`config.mk`:
```
export PLATFORM = sky130hd
export DESIGN_NAME = tmts_seg_cell
export DESIGN_NICKNAME = d
export VERILOG_FILES = /design/src/rtl/core/tempo_map_tick_to_sample_defines.svh /design/src/rtl/core/tmts_pkg.sv /design/src/rtl/core/tmts_seg_cell.sv
export SDC_FILE = /design/constraint.sdc
export NUM_CORES = 2
export LEC_CHECK = 0
export BUFFER_PORTS_ARGS = -buffer_cell sky130_fd_sc_hd__buf_2
export CORE_ASPECT_RATIO = 1.1
export CORE_MARGIN = 8
export CORE_UTILIZATION = 45
export DETAILED_ROUTE_END_ITERATION = 6
export HOLD_SLACK_MARGIN = 0.03
export PLACE_DENSITY = 0.78
export SYNTH_ARGS = -nofsm -noshare
export SYNTH_HDL_FRONTEND = slang
export SYNTH_SLANG_ARGS = --single-unit
```
`constraint.sdc`:
```
create_clock -name clk -period 12.7 [get_ports clk]
set_clock_uncertainty 0.05 [all_clocks]
set_input_delay 1.27 -clock clk [delete_from_list [all_inputs] [get_ports clk]]
set_output_delay 1.27 -clock clk [all_outputs]
set_load 0.02 [all_outputs]
```
`src/rtl/core/tempo_map_tick_to_sample_defines.svh`:
```
// Assertion macros shared by the tempo map design.
`ifndef TEMPO_MAP_TICK_TO_SAMPLE_DEFINES_SVH
`define TEMPO_MAP_TICK_TO_SAMPLE_DEFINES_SVH
`ifndef SYNTHESIS
`define TMTS_ASSERT(lbl, prop) \
  lbl: assert property (@(posedge clk) disable iff (rst) prop) else $error("assertion failed");
`define TMTS_ASSERT_NEXT(lbl, ante, cons) \
  lbl: assert property (@(posedge clk) disable iff (rst) (ante) |=> (cons)) \
    else $error("assertion failed");
`else
`define TMTS_ASSERT(lbl, prop)
`define TMTS_ASSERT_NEXT(lbl, ante, cons)
`endif
`endif

```
`src/rtl/core/tmts_pkg.sv`:
```
package tmts_pkg;

  localparam int MaxSegments = 16;
  localparam int SegIdxW     = 4;
  localparam int CountW      = 5;
  localparam int TickW       = 32;
  localparam int TempoW      = 24;
  localparam int ProdW       = TickW + TempoW;
  localparam int SumW        = ProdW + SegIdxW;
  localparam int TpbW        = 16;
  localparam int RateW       = 18;
  localparam int NumW        = SumW + RateW;
  localparam int UsecW       = 20;
  localparam int DenW        = TpbW + UsecW;
  localparam int DivCntW     = 7;
  localparam int MulCntW     = 5;
  localparam int TimeW       = 40;
  localparam int SampleW     = 32;

  localparam logic [UsecW-1:0] UsecPerSec = UsecW'(1000000);
  localparam logic [TpbW-1:0]  TpbReset   = TpbW'(480);
  localparam logic [RateW-1:0] RateReset  = RateW'(44100);

  typedef enum logic {
    ACT_LOAD    = 1'b0,
    ACT_CONVERT = 1'b1
  } action_t;

  typedef enum logic {
    REG_TPB  = 1'b0,
    REG_RATE = 1'b1
  } cfg_reg_t;

  typedef enum logic [2:0] {
    S_IDLE,
    S_WALK,
    S_MUL,
    S_DIV,
    S_DONE
  } state_t;

  // Query token handed from cell to cell along the segment chain.
  typedef struct packed {
    logic             valid;
    logic             done;
    logic [TickW-1:0] tick;
    logic [SumW-1:0]  acc;
    logic [ProdW-1:0] prod;
  } tok_t;

endpackage

```
`src/rtl/core/tmts_seg_cell.sv`:
```
module tmts_seg_cell (
  input  logic                      clk,
  input  logic                      rst,
  input  logic                      wr_en,
  input  logic [tmts_pkg::TickW-1:0]  wr_start,
  input  logic [tmts_pkg::TempoW-1:0] wr_tempo,
  input  logic                      is_last,
  input  logic [tmts_pkg::TickW-1:0]  next_start,
  output logic [tmts_pkg::TickW-1:0]  start_out,
  input  tmts_pkg::tok_t            tok_in,
  output tmts_pkg::tok_t            tok_out
);

  logic [tmts_pkg::TickW-1:0]  seg_start;
  logic [tmts_pkg::TempoW-1:0] seg_tempo;
  logic [tmts_pkg::TickW-1:0]  span_end;
  logic [tmts_pkg::TickW-1:0]  span;
  logic                        ends_here;
  logic [tmts_pkg::ProdW-1:0]  prod_next;

  always_ff @(posedge clk) begin
    if (wr_en) begin
      seg_start <= wr_start;
      seg_tempo <= wr_tempo;
    end
  end

  assign start_out = seg_start;

  // The query ends in this segment when it is the last one or the next starts later.
  assign ends_here = is_last || (next_start > tok_in.tick);
  assign span_end  = ends_here ? tok_in.tick : next_start;
  assign span      = (span_end > seg_start) ? (span_end - seg_start) : '0;
  assign prod_next = tok_in.done ? '0 : (tmts_pkg::ProdW'(seg_tempo) * tmts_pkg::ProdW'(span));

  always_ff @(posedge clk) begin
    if (rst) begin
      tok_out.valid <= 1'b0;
    end else begin
      tok_out.valid <= tok_in.valid;
    end
    tok_out.done <= tok_in.done || ends_here;
    tok_out.tick <= tok_in.tick;
    tok_out.acc  <= tok_in.acc + tmts_pkg::SumW'(tok_in.prod);
    tok_out.prod <= prod_next;
  end

endmodule

```
==> impl_metrics.yaml <==
global_routing:
  grt_pass1_vias: 33593
  grt-ovfl-total: 0
  grt_max_degree: 60
  grtUsageTotal_pct: 25.47
  grt_pass1_wl_um: 179800
  antenna_found_initial: 9
routing:
  routed_wl_um: 114200
  drtPass1Iterations: 7
  drtIter0Drc: 1971
  vias_per_cell: 5.408
  num_vias: 30255
  wl_per_cell_um: 20.42
  routed-wl-met2_um: 56310
  ant_nets: 0
  top_layer: "met4"
  wl_met1_um: 39840
  drc: 1
  route.met3.wl_um: 9248
timing:
  worst_slew_pin_slew_ps: 1333
  fin_ws_ps: 397.8
  grt_setup_unrepaired: "false"
  finalMaxSlewViolations: 0
  finalCritPeriodShare_pct: 96.87
  setup_viol: 0
  finalCriticalPeriod_ps: 12300
  relSlewSlack_pct: 11.14
  hold_viol_final: 0
  max_clock_freq_ghz: 0.08129
clock_network:
  numCtsBuffers: 26
  cts_tree: "done"
  postCtsSetupBuffers: 0
  cts-root-buf: "clkbuf_16"
  clkTransAtPathRegs_ps: 60
  clk_latency_ps: 620
  htree_levels: 1
  numClockSinks: 206
  clk_path_buf_depth: 3
yosys:
  synth_area_leader_cell: "fa_1"
  synth_ff_type: "dfxtp_1"
  synth_cell_type_count: 77
  avgSynthCellArea_um2: 8.926
  ys_warn_count: 0
  synth_area_leaders: "fa_1 (37%), ha_1 (10%), inv_1 (8.6%)"
  netlist_area_um2: 36040
  synth_edf_count: 56
  synthesis.nets: 5242
  synth_top_area_share_pct: 36.66
  ys_seq_elements: 206
  synth_seq_area_share_pct: 13.00
  netlist_instances: 4038
  synthArstFlopShare_pct: 0
final_layout:
  fillers: 7283
  final_util_pct: 51.77
  layout_common_cells: "inv_1 (829), fa_1 (660), nand2_1 (463), buf_2 (423), ha_1 (302)"
  post-route-cell-area_um2: 41380
  num-nets-final: 5715
  area_growth_pct: 14.79
  seq_area_um2: 4684
  drive_gt1_share_pct: 16.24
  final_common_cell: "inv_1"
  multiInputGateArea_um2: 27580
setup_path:
  crit_arrival_ps: 12700
  slowest_stage: "fa_1"
  required_ps: 13100
  cp-end-kind: "register"
  critPathMaxFanout: 9
  critPathKind: "primary input to register"
  max_stage_delay_ps: 640
  critPathMostFrequentCell: "fa_1"
  startpoint_type: "primary input"
floorplanning:
  die_height_um: 312.8
  initial_core_util_pct: 45.10
  dieWidth_um: 285.8
  io_pins: 424
  core_area_um2: 79920
  dieArea_um2: 89420
  row_count: 109
outcome:
  status: "complete, but fails checks"
  failed_checks: "DRC"
place:
  dp_hpwl_um: 93240
  place_ws_ps: -165.6
  place_congestion: 0.9605
  portBuffers: 423
  dpl-instance-area_um2: 40380
flow_run:
  maxCapViolations: 0
hold_path:
  hold_class: "register to register"
## per-layer routing
layer	vias to the layer above	global-route usage [%]
met5	-	0
met4	0	16.90
met3	493	4.816
met2	1545	44.61
met1	14834	28.00
li1	13383	-
## worst paths after layout
check / startpoint / end / slack (ps) / depth (start not counted)
worst max-delay path: next_start[1] / tok_out[48] / 400 / 49
worst min-delay path: start_out[0] / tok_out[0] / 630 / 2
worst max register to register: start_out[0] / tok_out[48] / 2650 / 36
worst min register to register: start_out[0] / tok_out[0] / 630 / 2
## worst max-delay path: cells and delay by family
family,cells,cell delay (ps)
adder cells (fa/ha/maj),10,4460
buffers and inverters,9,1150
XOR/XNOR,2,360
AO/OA/AOI/OAI,14,3050
multiplexers,1,340
AND/OR/NAND/NOR,13,2040
## per-stage QoR
stage / instances / hold slack, ps / setup TNS [ps]
final: 5594 / 632.2 / 0
after global routing: 5594 / 650.7 / 0
after CTS: 5585 / 635.1 / 0
after detailed placement: 5537 / 623.7 / -863.5
after global placement: 5537 / 626.0 / 0
after floorplan: 4038 / 665.7 / 0
## kinds of logic (layout without fill, tap and decap cells)
logic type / Yosys count / after routing / share of synthesized area, %
flip-flops: 206 / 206 / 13.00
AND/OR/NAND/NOR: 1195 / 1195 / 15.79
adder cells (fa/ha/maj): 962 / 962 / 47.14
AO/OA/AOI/OAI: 490 / 490 / 8.900
XOR/XNOR: 138 / 138 / 3.374
other: 0 / 9 / 0
buffers and inverters: 1011 / 1504 / 10.69
multiplexers: 36 / 36 / 1.114
## timing repair
item	4_1_cts	5_1_grt
hold buffers	0	0
setup endpoints to repair	0	15
gates resized for setup	0	12
## cells in the mapped netlist (all sizes together) (3+ instances only)
library cell	number
and4	6
o31ai	10
inv	829
mux2	33
nand3	56
a21boi	6
a211oi	8
and3	51
o21ai	76
fa	660
a221oi	9
buf	40
edfxtp	56
a21o	118
dfxtp	150
o2111ai	4
o211ai	13
nand2b	11
nand2	463
a31oi	14
and2	272
nand4b	3
nor2b	24
nand4	28
clkbuf	142
a21oi	160
a221o	7
o21a	10
nor3	22
or3	5
xor2	51
mux2i	3
nor3b	6
a2111oi	3
a31o	5
nor2	237
ha	302
o21bai	26
a41oi	5
xnor2	87
## area by class of cell
cell class                      count  share of cell area, %
Sequential cell                   206                  11.32
Inverter                          829                  7.521
Timing Repair Buffer              627                  9.069
Multi-Input combinational cell   2821                  66.67
Clock buffer                       28                  1.615
Clock inverter                     20                 0.5655
Antenna cell                        9                0.05443
Tap cell                         1054                  3.187
## registers in the layout, summed over array words and instances (netlist names)
name,cells
tok_out,150
start_out,32
seg_tempo,24
Power is not shown: default switching activity piles up to over one toggle a cycle in this logic, so the estimate is an artifact.
