### src/rtl/core/tempo_map_tick_to_sample_defines.svh
// Assertion macros shared by the tempo map design.
`ifndef TEMPO_MAP_TICK_TO_SAMPLE_DEFINES_SVH
`define TEMPO_MAP_TICK_TO_SAMPLE_DEFINES_SVH
`ifndef SYNTHESIS
`define TMTS_ASSERT(lbl, prop) \
  lbl: assert property (@(posedge clk) disable iff (rst) prop) else $error("assertion failed");
`define TMTS_ASSERT_NEXT(lbl, ante, cons) \
  lbl: assert property (@(posedge clk) disable iff (rst) (ante) |=> (cons)) \
    else $error("assertion failed");
`else
`define TMTS_ASSERT(lbl, prop)
`define TMTS_ASSERT_NEXT(lbl, ante, cons)
`endif
`endif

### src/rtl/core/tmts_pkg.sv
package tmts_pkg;

  localparam int MaxSegments = 16;
  localparam int SegIdxW     = 4;
  localparam int CountW      = 5;
  localparam int TickW       = 32;
  localparam int TempoW      = 24;
  localparam int ProdW       = TickW + TempoW;
  localparam int SumW        = ProdW + SegIdxW;
  localparam int TpbW        = 16;
  localparam int RateW       = 18;
  localparam int NumW        = SumW + RateW;
  localparam int UsecW       = 20;
  localparam int DenW        = TpbW + UsecW;
  localparam int DivCntW     = 7;
  localparam int MulCntW     = 5;
  localparam int TimeW       = 40;
  localparam int SampleW     = 32;

  localparam logic [UsecW-1:0] UsecPerSec = UsecW'(1000000);
  localparam logic [TpbW-1:0]  TpbReset   = TpbW'(480);
  localparam logic [RateW-1:0] RateReset  = RateW'(44100);

  typedef enum logic {
    ACT_LOAD    = 1'b0,
    ACT_CONVERT = 1'b1
  } action_t;

  typedef enum logic {
    REG_TPB  = 1'b0,
    REG_RATE = 1'b1
  } cfg_reg_t;

  typedef enum logic [2:0] {
    S_IDLE,
    S_WALK,
    S_MUL,
    S_DIV,
    S_DONE
  } state_t;

  // Query token handed from cell to cell along the segment chain.
  typedef struct packed {
    logic             valid;
    logic             done;
    logic [TickW-1:0] tick;
    logic [SumW-1:0]  acc;
    logic [ProdW-1:0] prod;
  } tok_t;

endpackage

### src/rtl/core/tmts_div.sv
module tmts_div (
  input  logic                       clk,
  input  logic                       rst,
  input  logic                       start,
  input  logic [tmts_pkg::NumW-1:0]  num,
  input  logic [tmts_pkg::DenW-1:0]  den,
  output logic                       done,
  output logic [tmts_pkg::NumW-1:0]  quo
);

  localparam logic [tmts_pkg::DivCntW-1:0] LastStep = tmts_pkg::DivCntW'(tmts_pkg::NumW - 1);

  logic                            busy;
  logic [tmts_pkg::DivCntW-1:0]    cnt;
  logic [tmts_pkg::DenW-1:0]       dvs;
  logic [tmts_pkg::DenW:0]         rem;
  logic [tmts_pkg::DenW:0]         rem_sh;
  logic                            fits;

  // One quotient bit per cycle, restoring form; quo shifts the numerator out
  // at the top while quotient bits enter at the bottom.
  assign rem_sh = {rem[tmts_pkg::DenW-1:0], quo[tmts_pkg::NumW-1]};
  assign fits   = rem_sh >= {1'b0, dvs};

  always_ff @(posedge clk) begin
    if (rst) begin
      busy <= 1'b0;
      done <= 1'b0;
    end else begin
      done <= busy && (cnt == LastStep);
      if (start) begin
        busy <= 1'b1;
      end else if (busy && (cnt == LastStep)) begin
        busy <= 1'b0;
      end
    end
    if (start) begin
      cnt <= '0;
      rem <= '0;
      dvs <= den;
      quo <= num;
    end else if (busy) begin
      cnt <= cnt + 1'b1;
      rem <= fits ? (rem_sh - {1'b0, dvs}) : rem_sh;
      quo <= {quo[tmts_pkg::NumW-2:0], fits};
    end
  end

endmodule

### config.mk
export PLATFORM = sky130hd
export DESIGN_NAME = tmts_div
export DESIGN_NICKNAME = d
export VERILOG_FILES = /design/src/rtl/core/tempo_map_tick_to_sample_defines.svh /design/src/rtl/core/tmts_pkg.sv /design/src/rtl/core/tmts_div.sv
export SDC_FILE = /design/constraint.sdc
export NUM_CORES = 1
export LEC_CHECK = 0
export ABC_AREA = 1
export BUFFER_PORTS_ARGS = -buffer_cell sky130_fd_sc_hd__buf_4
export CORE_MARGIN = 2
export CORE_UTILIZATION = 50
export DETAILED_ROUTE_END_ITERATION = 16
export PLACE_DENSITY = 0.85
export RECOVER_POWER = 50
export SETUP_SLACK_MARGIN = 0.1
export SLEW_MARGIN = 0
export SYNTH_ARGS = -nofsm -noshare
export SYNTH_HDL_FRONTEND = slang
export SYNTH_SLANG_ARGS = --single-unit
### constraint.sdc
create_clock -name clk -period 7.14 [get_ports clk]
set_clock_uncertainty 0.15 [all_clocks]
set_input_delay 0.714 -clock clk [delete_from_list [all_inputs] [get_ports clk]]
set_output_delay 0.714 -clock clk [all_outputs]
set_load 0.005 [all_outputs]
==> results of run 1 <==
[sequential cells by signal (all words and copies together) (netlist names)]
signal	count
cnt	7
busy	1
dvs	36
quo	78
rem	36
done	1
[worst min-delay path by stage]
stage,from,to,slack (ns)
floorplan,rem[17],rem[17],0.29
global placement,rem[19],rem[19],0.31
detailed placement,rem[27],rem[27],0.31
CTS,den[16],dvs[16],0.30
global route,rst,done,0.31
finish,rst,done,0.31
[per-layer routing]
metal  GRT usage (%)  vias up
li1                -     4400
met1           32.94     3967
met2           45.77      357
met3           6.427       59
met4           10.89        0
met5               0        -
[power groups by stage]
stage	combinational, µW	sequential (µW)	clock (µW)
3_5_place_dp	330	1120	0
3_3_place_gp	322	1130	0
4_1_cts	330	1110	905
5_1_grt	346	1110	938
6_report	314	1110	896
2_1_floorplan	152	1120	0
[logic make-up (layout without fill, tap and decap cells)]
logic type | after synthesis | after routing
buffers and inverters | 226 | 423
flip-flops | 159 | 159
adder cells (fa/ha/maj) | 39 | 39
AO/OA/AOI/OAI | 64 | 64
AND/OR/NAND/NOR | 770 | 770
XOR/XNOR | 18 | 18
[synthesized netlist by cell type]
| library cell | number |
|---|---|
| a211oi_1 | 1 |
| a21oi_1 | 26 |
| a21oi_2 | 1 |
| a31oi_1 | 2 |
| and2_1 | 1 |
| buf_1 | 1 |
| buf_2 | 4 |
| buf_4 | 1 |
| buf_6 | 7 |
| clkbuf_1 | 21 |
| dfxtp_1 | 45 |
| edfxtp_1 | 114 |
| fa_1 | 1 |
| ha_1 | 38 |
| inv_1 | 188 |
| inv_2 | 4 |
| nand2_1 | 538 |
| nand2_2 | 12 |
| nand2_4 | 1 |
| nand3_1 | 97 |
| nand3_2 | 13 |
| nand3b_1 | 14 |
| nand4_1 | 9 |
| nand4_4 | 1 |
| nor2_1 | 59 |
| nor2_2 | 9 |
| nor2_4 | 1 |
| nor3_1 | 6 |
| nor3_2 | 1 |
| nor3_4 | 1 |
| nor3b_1 | 1 |
| nor4_1 | 5 |
| o21ai_0 | 17 |
| o21ai_1 | 14 |
| o21bai_1 | 3 |
| or2_2 | 1 |
| xnor2_1 | 15 |
| xor2_1 | 3 |
[final cells by class]
| type | count | share of cell area (%) |
|---|---|---|
| multi-input cells | 891 | 37.03 |
| flip-flops and latches | 159 | 37.28 |
| clock buffers | 17 | 3.667 |
| well taps | 234 | 2.524 |
| clock inverters | 15 | 1.273 |
| repair buffers | 199 | 12.01 |
| inverters | 192 | 6.224 |
[per-stage QoR]
step	std cells	total power [µW]
CTS	1707	2343
detailed placement	1675	1455
global route	1707	2398
finish	1707	2317
global placement	1675	1447
floorplan	1276	1274
==> flow_metrics.env, run 1 <==
export IMPL_outcome="finished, violations left"
export IMPL_violations="capacitance limit, slew limit"
export IMPL_place_detailed_hpwl_um=20020
export IMPL_yosysTopAreaCellShare_pct=35.94
export IMPL_syn_nets=1432
export IMPL_antenna_found_initial=0
export IMPL_hold_buffers=0
export IMPL_cts_setup_buffers=0
export IMPL_r2r_start="dvs[19]"
export IMPL_min_period_ns=4.316
export IMPL_fin_nets=1616
export IMPL_vias_per_cell=5.145
export IMPL_start_util_pct=50.92
export IMPL_grt_usage_pct=26.90
export IMPL_synthAdderAreaFrac_pct=5.202
export IMPL_ios=196
export IMPL_p_per_area_nw_per_um2=199.8
export IMPL_peakVddDrop_mv=0.1653
export IMPL_setup_ws_ns=2.824
export IMPL_finalWirelength_um=26710
export IMPL_worst_setup_path_start_kind="input port"
export IMPL_cap_violations=1
export IMPL_crit_slowest_cell="clkbuf_1"
export IMPL_wl_met2_um=12890
export IMPL_num_fill_cells=1643
export IMPL_drc=0
export IMPL_num_vias=8783
export IMPL_area_delta_synth_final_pct=21.79
export IMPL_synthMuxAreaShare_pct=0
export IMPL_combPwrFrac_pct=13.6
export IMPL_final_hold_violation_count=0
export IMPL_wl_met1_um=10730
export IMPL_r2r_end="rem[29]"
export IMPL_synth_compound_area_share_pct=3.534
export IMPL_reg2reg_slack_ns=4.26
export IMPL_clock_power_share_pct=38.7
export IMPL_path_buf_inv=3
export IMPL_cp_depth=5
export IMPL_worstMarginPinSlew_ns=2.511
export IMPL_whs_path_depth=2
export IMPL_first_iter_violations=803
export IMPL_cts_root_buf="clkbuf_16"
export IMPL_synth_area_um2=9524
export IMPL_final_cell_mix="nand2_1, inv_1, edfxtp_1"
export IMPL_post_route_util_pct=62.01
export IMPL_cp_max_fo=69
export IMPL_cts_resized=0
export IMPL_relSlewSlack_pct=-67.41
export IMPL_regArea_um2=4324
export IMPL_die_w_um=142.0
export IMPL_ctsLongestPathBuffers=2
export IMPL_synth_seq_cells=159
export IMPL_syn_avg_cell_area_um2=7.464
export IMPL_drt_pre_antenna_iters=5
export IMPL_crit_chain="clkbuf_1, inv_1, buf_4, nor2_1, a31oi_1"
export IMPL_routed_top_layer="met4"
export IMPL_placed_area_um2=11130
export IMPL_io_buffers=195
export IMPL_yosys_top_cells_area="edfxtp_1, nand2_1, dfxtp_1, inv_1, nand3_1"
export IMPL_routedWlPerCell_um=15.65
export IMPL_worst_endpoint_required_ns=7.14
export IMPL_setup_viol=0
export IMPL_wl_met3_um=2121
export IMPL_cts_tree="yes"
export IMPL_numCtsBuffers=17
export IMPL_finalSetupTns_ns=0
export IMPL_cp_arrival_ns=4.32
export IMPL_final_max_slew_viol_count=46
export IMPL_mostFrequentLayoutCell="nand2_1"
export IMPL_htree_num_levels=4
export IMPL_yosys_warnings=0
export IMPL_dieArea_um2=20170
export IMPL_hp_class="in -> reg"
export IMPL_fmax_ghz=0.2317
export IMPL_place_ws_ns=4.109
export IMPL_grt_pass1_vias=8429
export IMPL_ys_types=38
export IMPL_p_leak_uw=0.005993
export IMPL_internal_power_uw=1666
export IMPL_critPathMaxStageDelay_ns=1.75
export IMPL_synth_top_family_by_area="simple AND/OR/NAND/NOR gates"
export IMPL_ant_nets=0
export IMPL_cts_num_sinks=159
export IMPL_reg2regPathDepth=13
export IMPL_antenna_cells=0
export IMPL_yosysTopAreaCell="edfxtp_1"
export IMPL_rsz0062_at_grt="no"
export IMPL_design_area_um2=11600
export IMPL_synthSimpleGateAreaFrac_pct=34.66
export IMPL_drive_above_1_share_pct=16.84
export IMPL_gp_congestion=1.016
export IMPL_core_area_um2=18710
export IMPL_syn_instance_count=1276
export IMPL_synthXorXnorAreaFrac_pct=1.655
export IMPL_crit_start="start"
export IMPL_yosysSeqAreaShare_pct=45.40
export IMPL_path_delay_family="buffers and inverters"
export IMPL_end_kind="flop"
export IMPL_cp_endpoint="quo[0]"
export IMPL_p_sw_uw=651.0
export IMPL_rows=50
export IMPL_grt_first_pass_wirelength_um=42010
export IMPL_whs_ns=0.3149
export IMPL_critPathKind="in -> reg"
export IMPL_grt_max_degree=85
export IMPL_multi_input_area_um2=4295
export IMPL_swShare_pct=28.09
export IMPL_p_seq_share_pct=47.8
export IMPL_fin_crit_sh_pct=60.45
export IMPL_clk_latency_ns=0.43
export IMPL_die_h_um=142.0
export IMPL_clk_pin_slew_ns=0.07
export IMPL_gr_total_overflow=0
No activity file was read; power rests on OpenSTA's default activity.
==> run 2, diff against run 1 <==
--- a/config.mk
+++ b/config.mk
@@ -5,12 +5,12 @@
 export SDC_FILE = /design/constraint.sdc
 export NUM_CORES = 1
 export LEC_CHECK = 0
-export ABC_AREA = 1
+export ABC_AREA = 0
 export BUFFER_PORTS_ARGS = -buffer_cell sky130_fd_sc_hd__buf_4
 export CORE_MARGIN = 2
 export CORE_UTILIZATION = 50
 export DETAILED_ROUTE_END_ITERATION = 16
-export PLACE_DENSITY = 0.85
+export PLACE_DENSITY = 0.86
 export RECOVER_POWER = 50
 export SETUP_SLACK_MARGIN = 0.1
 export SLEW_MARGIN = 0
==> constraint.sdc (replaced) <==
create_clock -name clk -period 4 [get_ports clk]
set_clock_uncertainty 0.15 [all_clocks]
set_input_delay 0.4 -clock clk [delete_from_list [all_inputs] [get_ports clk]]
set_output_delay 0.4 -clock clk [all_outputs]
set_load 0.005 [all_outputs]
==> flow_metrics.env, run 2 <==
export IMPL_outcome="finished, violations left"
export IMPL_violations="capacitance limit, slew limit"
export IMPL_worst_endpoint_required_ns=4.06
export IMPL_start_util_pct=51.22
export IMPL_reg2regPathDepth=12
export IMPL_rows=47
export IMPL_fin_crit_sh_pct=87.81
export IMPL_drive_above_1_share_pct=31.80
export IMPL_clk_pin_slew_ns=0.06
export IMPL_grt_max_degree=59
export IMPL_antenna_found_initial=0
export IMPL_async_reset_ff_share_pct=0
export IMPL_ant_nets=0
export IMPL_reg2reg_slack_ns=0.49
export IMPL_swShare_pct=27.58
export IMPL_reg_top3="quo (78), dvs (36), rem (36)"
export IMPL_final_hold_violation_count=0
export IMPL_drt_pre_antenna_iters=5
export IMPL_synthAdderAreaFrac_pct=5.833
export IMPL_crit_slowest_cell="a311o_1"
export IMPL_p_sw_uw=1224
export IMPL_synthSimpleGateAreaFrac_pct=8.543
export IMPL_first_iter_violations=490
export IMPL_synth_top_flop_cell="edfxtp_1"
export IMPL_mostFrequentLayoutCell="edfxtp_1"
export IMPL_path_buf_inv=2
export IMPL_syn_instance_count=752
export IMPL_cts_tree="yes"
export IMPL_combPwrFrac_pct=19.2
export IMPL_cap_violations=1
export IMPL_setup_ws_ns=0.4875
export IMPL_path_delay_family="compound AO/OA/AOI/OAI gates"
export IMPL_grt_usage_pct=22.79
export IMPL_synthMuxAreaShare_pct=11.15
export IMPL_yosysSeqAreaShare_pct=50.91
export IMPL_antenna_cells=0
export IMPL_top_register="quo"
export IMPL_routedWlPerCell_um=17.23
export IMPL_syn_avg_cell_area_um2=11.30
export IMPL_r2r_end="rem[10]"
export IMPL_die_h_um=134.3
export IMPL_fmax_ghz=0.2847
export IMPL_vias_per_cell=5.541
export IMPL_cp_arrival_ns=3.57
export IMPL_p_per_area_nw_per_um2=408.6
export IMPL_r2r_start="dvs[6]"
export IMPL_end_kind="flop"
export IMPL_critPathKind="reg -> reg"
export IMPL_critPathMaxStageDelay_ns=0.46
export IMPL_synth_top_family_by_area="compound AO/OA/AOI/OAI gates"
export IMPL_numCtsBuffers=17
export IMPL_synth_seq_cells=159
export IMPL_finalWirelength_um=20640
export IMPL_clk_latency_ns=0.42
export IMPL_cts_num_sinks=159
export IMPL_place_ws_ns=0.5549
export IMPL_yosysTopAreaCell="edfxtp_1"
export IMPL_ys_top_cells_by_count="edfxtp_1, mux2_2, nor2_1"
export IMPL_die_w_um=134.3
export IMPL_gr_total_overflow=0
export IMPL_ios=196
export IMPL_synth_compound_area_share_pct=15.33
export IMPL_gp_congestion=0.8942
export IMPL_drc=0
export IMPL_syn_nets=908
export IMPL_rsz0062_at_grt="no"
export IMPL_clock_power_share_pct=35.3
export IMPL_dieArea_um2=18050
export IMPL_cp_max_fo=26
export IMPL_ctsLongestPathBuffers=2
export IMPL_whs_path_depth=1
export IMPL_yosysMostFrequentCell="edfxtp_1"
export IMPL_grt_first_pass_wirelength_um=32470
export IMPL_synth_area_um2=8494
export IMPL_setup_viol=0
export IMPL_crit_chain="inv_1, ha_1, a21oi_1, nand2_1, o21ai_2, a21oi_1, a311o_1, a31oi_4, buf_4, nor2_1, a21oi_2, a211oi_2"
export IMPL_area_delta_synth_final_pct=27.90
export IMPL_peakVddDrop_mv=0.3632
export IMPL_min_period_ns=3.512
export IMPL_largest_reg_flops=78
export IMPL_whs_endpoint="dvs[7]"
export IMPL_yosysTopAreaCellShare_pct=40.30
export IMPL_fin_nets=1122
export IMPL_cts_resized=0
export IMPL_internal_power_uw=3215
export IMPL_relSlewSlack_pct=-28.17
export IMPL_p_seq_share_pct=45.5
export IMPL_crit_top_cell="a21oi_1"
export IMPL_post_route_util_pct=65.51
export IMPL_cts_root_buf="clkbuf_16"
export IMPL_yosys_warnings=0
export IMPL_yosys_top_cells_area="edfxtp_1, dfxtp_1, mux2_2, ha_1, nor2_1"
export IMPL_final_cell_mix="edfxtp_1, clkbuf_4, buf_4"
export IMPL_ys_types=56
export IMPL_htree_num_levels=4
export IMPL_synthXorXnorAreaFrac_pct=3.712
export IMPL_final_max_slew_viol_count=36
export IMPL_num_fill_cells=1303
export IMPL_grt_pass1_vias=6656
export IMPL_num_vias=6638
export IMPL_worst_setup_path_start_kind="flop"
export IMPL_finalSetupTns_ns=0
export IMPL_worstHoldStart="den[7]"
export IMPL_place_detailed_hpwl_um=14970
export IMPL_synth_edff_count=114
export IMPL_p_leak_uw=0.004520
export IMPL_hp_class="in -> reg"
export IMPL_worstMarginPinSlew_ns=1.923
export IMPL_fin_cells=1198
export IMPL_io_buffers=195
export IMPL_core_area_um2=16580
export IMPL_dp_cells=1137
==> run 2: area by class of cell <==
type	instances	area (µm²)	area share (%)
inverter	51	191.4	1.762
clock inverter	14	130.1	1.198
multi-input combinational	502	3786	34.85
tap	220	275.3	2.534
sequential	159	4325	39.81
clock buffer	17	425.4	3.916
timing repair buffer	235	1730	15.93
==> run 2: power groups by stage <==
stage                     clock network (µW)  registers, µW  logic, µW
after floorplan                            0           2040        509
after global placement                     0           2050        829
after detailed placement                   0           2060        849
after CTS                               1590           2030        878
after global routing                    1650           2040        935
final                                   1570           2020        852
==> run 2: worst max path at each step <==
stage	slack (ns)	end	start	cells past startpoint
2_1_floorplan	1.06	quo[0]	start	4
6_report	0.49	rem[10]	dvs[6]	12
3_3_place_gp	0.72	rem[23]	dvs[6]	12
5_1_grt	0.23	rem[10]	dvs[6]	12
4_1_cts	0.56	rem[19]	dvs[6]	11
3_5_place_dp	0.55	rem[23]	dvs[6]	12
==> run 2: cell families after synthesis <==
group | count (synthesis)
compound gates | 184
xor+xnor | 36
simple gates | 158
mux | 85
fa+ha+maj | 39
flops | 159
buf+inv | 91
==> run 2: through the flow <==
stage	instance area, µm²	total power [µW]	hold slack (ns)
after global placement	10120	2880	0.3197
after detailed placement	10120	2905	0.3273
after global routing	10860	4622	0.02887
final	10860	4439	0.03839
after CTS	10970	4495	0.0007379
after floorplan	8494	2547	0.3084
==> run 2: repair_timing <==
action / 4_1_cts / 5_1_grt
buffers inserted: 0 / 0
hold buffers: 29 / 1
hold endpoints to repair: 30 / 1
==> run 2: worst reg2reg max path: stages, from the launching register on <==
cell      delay (ns)
edfxtp_1        0.32
inv_1           0.04
ha_1            0.36
a21oi_1         0.28
nand2_1         0.10
o21ai_2         0.20
a21oi_1         0.20
a311o_1         0.46
a31oi_4         0.44
buf_4           0.42
nor2_1          0.12
a21oi_2         0.14
a211oi_2        0.08
==> run 2: routing by layer <==
| metal | track usage, % | routed length, µm | vias to the layer above |
|---|---|---|---|
| met2 | 39.17 | 10380 | 253 |
| met1 | 27.64 | 8509 | 3152 |
| li1 | - | - | 3208 |
| met3 | 6.803 | 1459 | 25 |
| met5 | 0 | 0 | - |
| met4 | 6.959 | 294 | 0 |
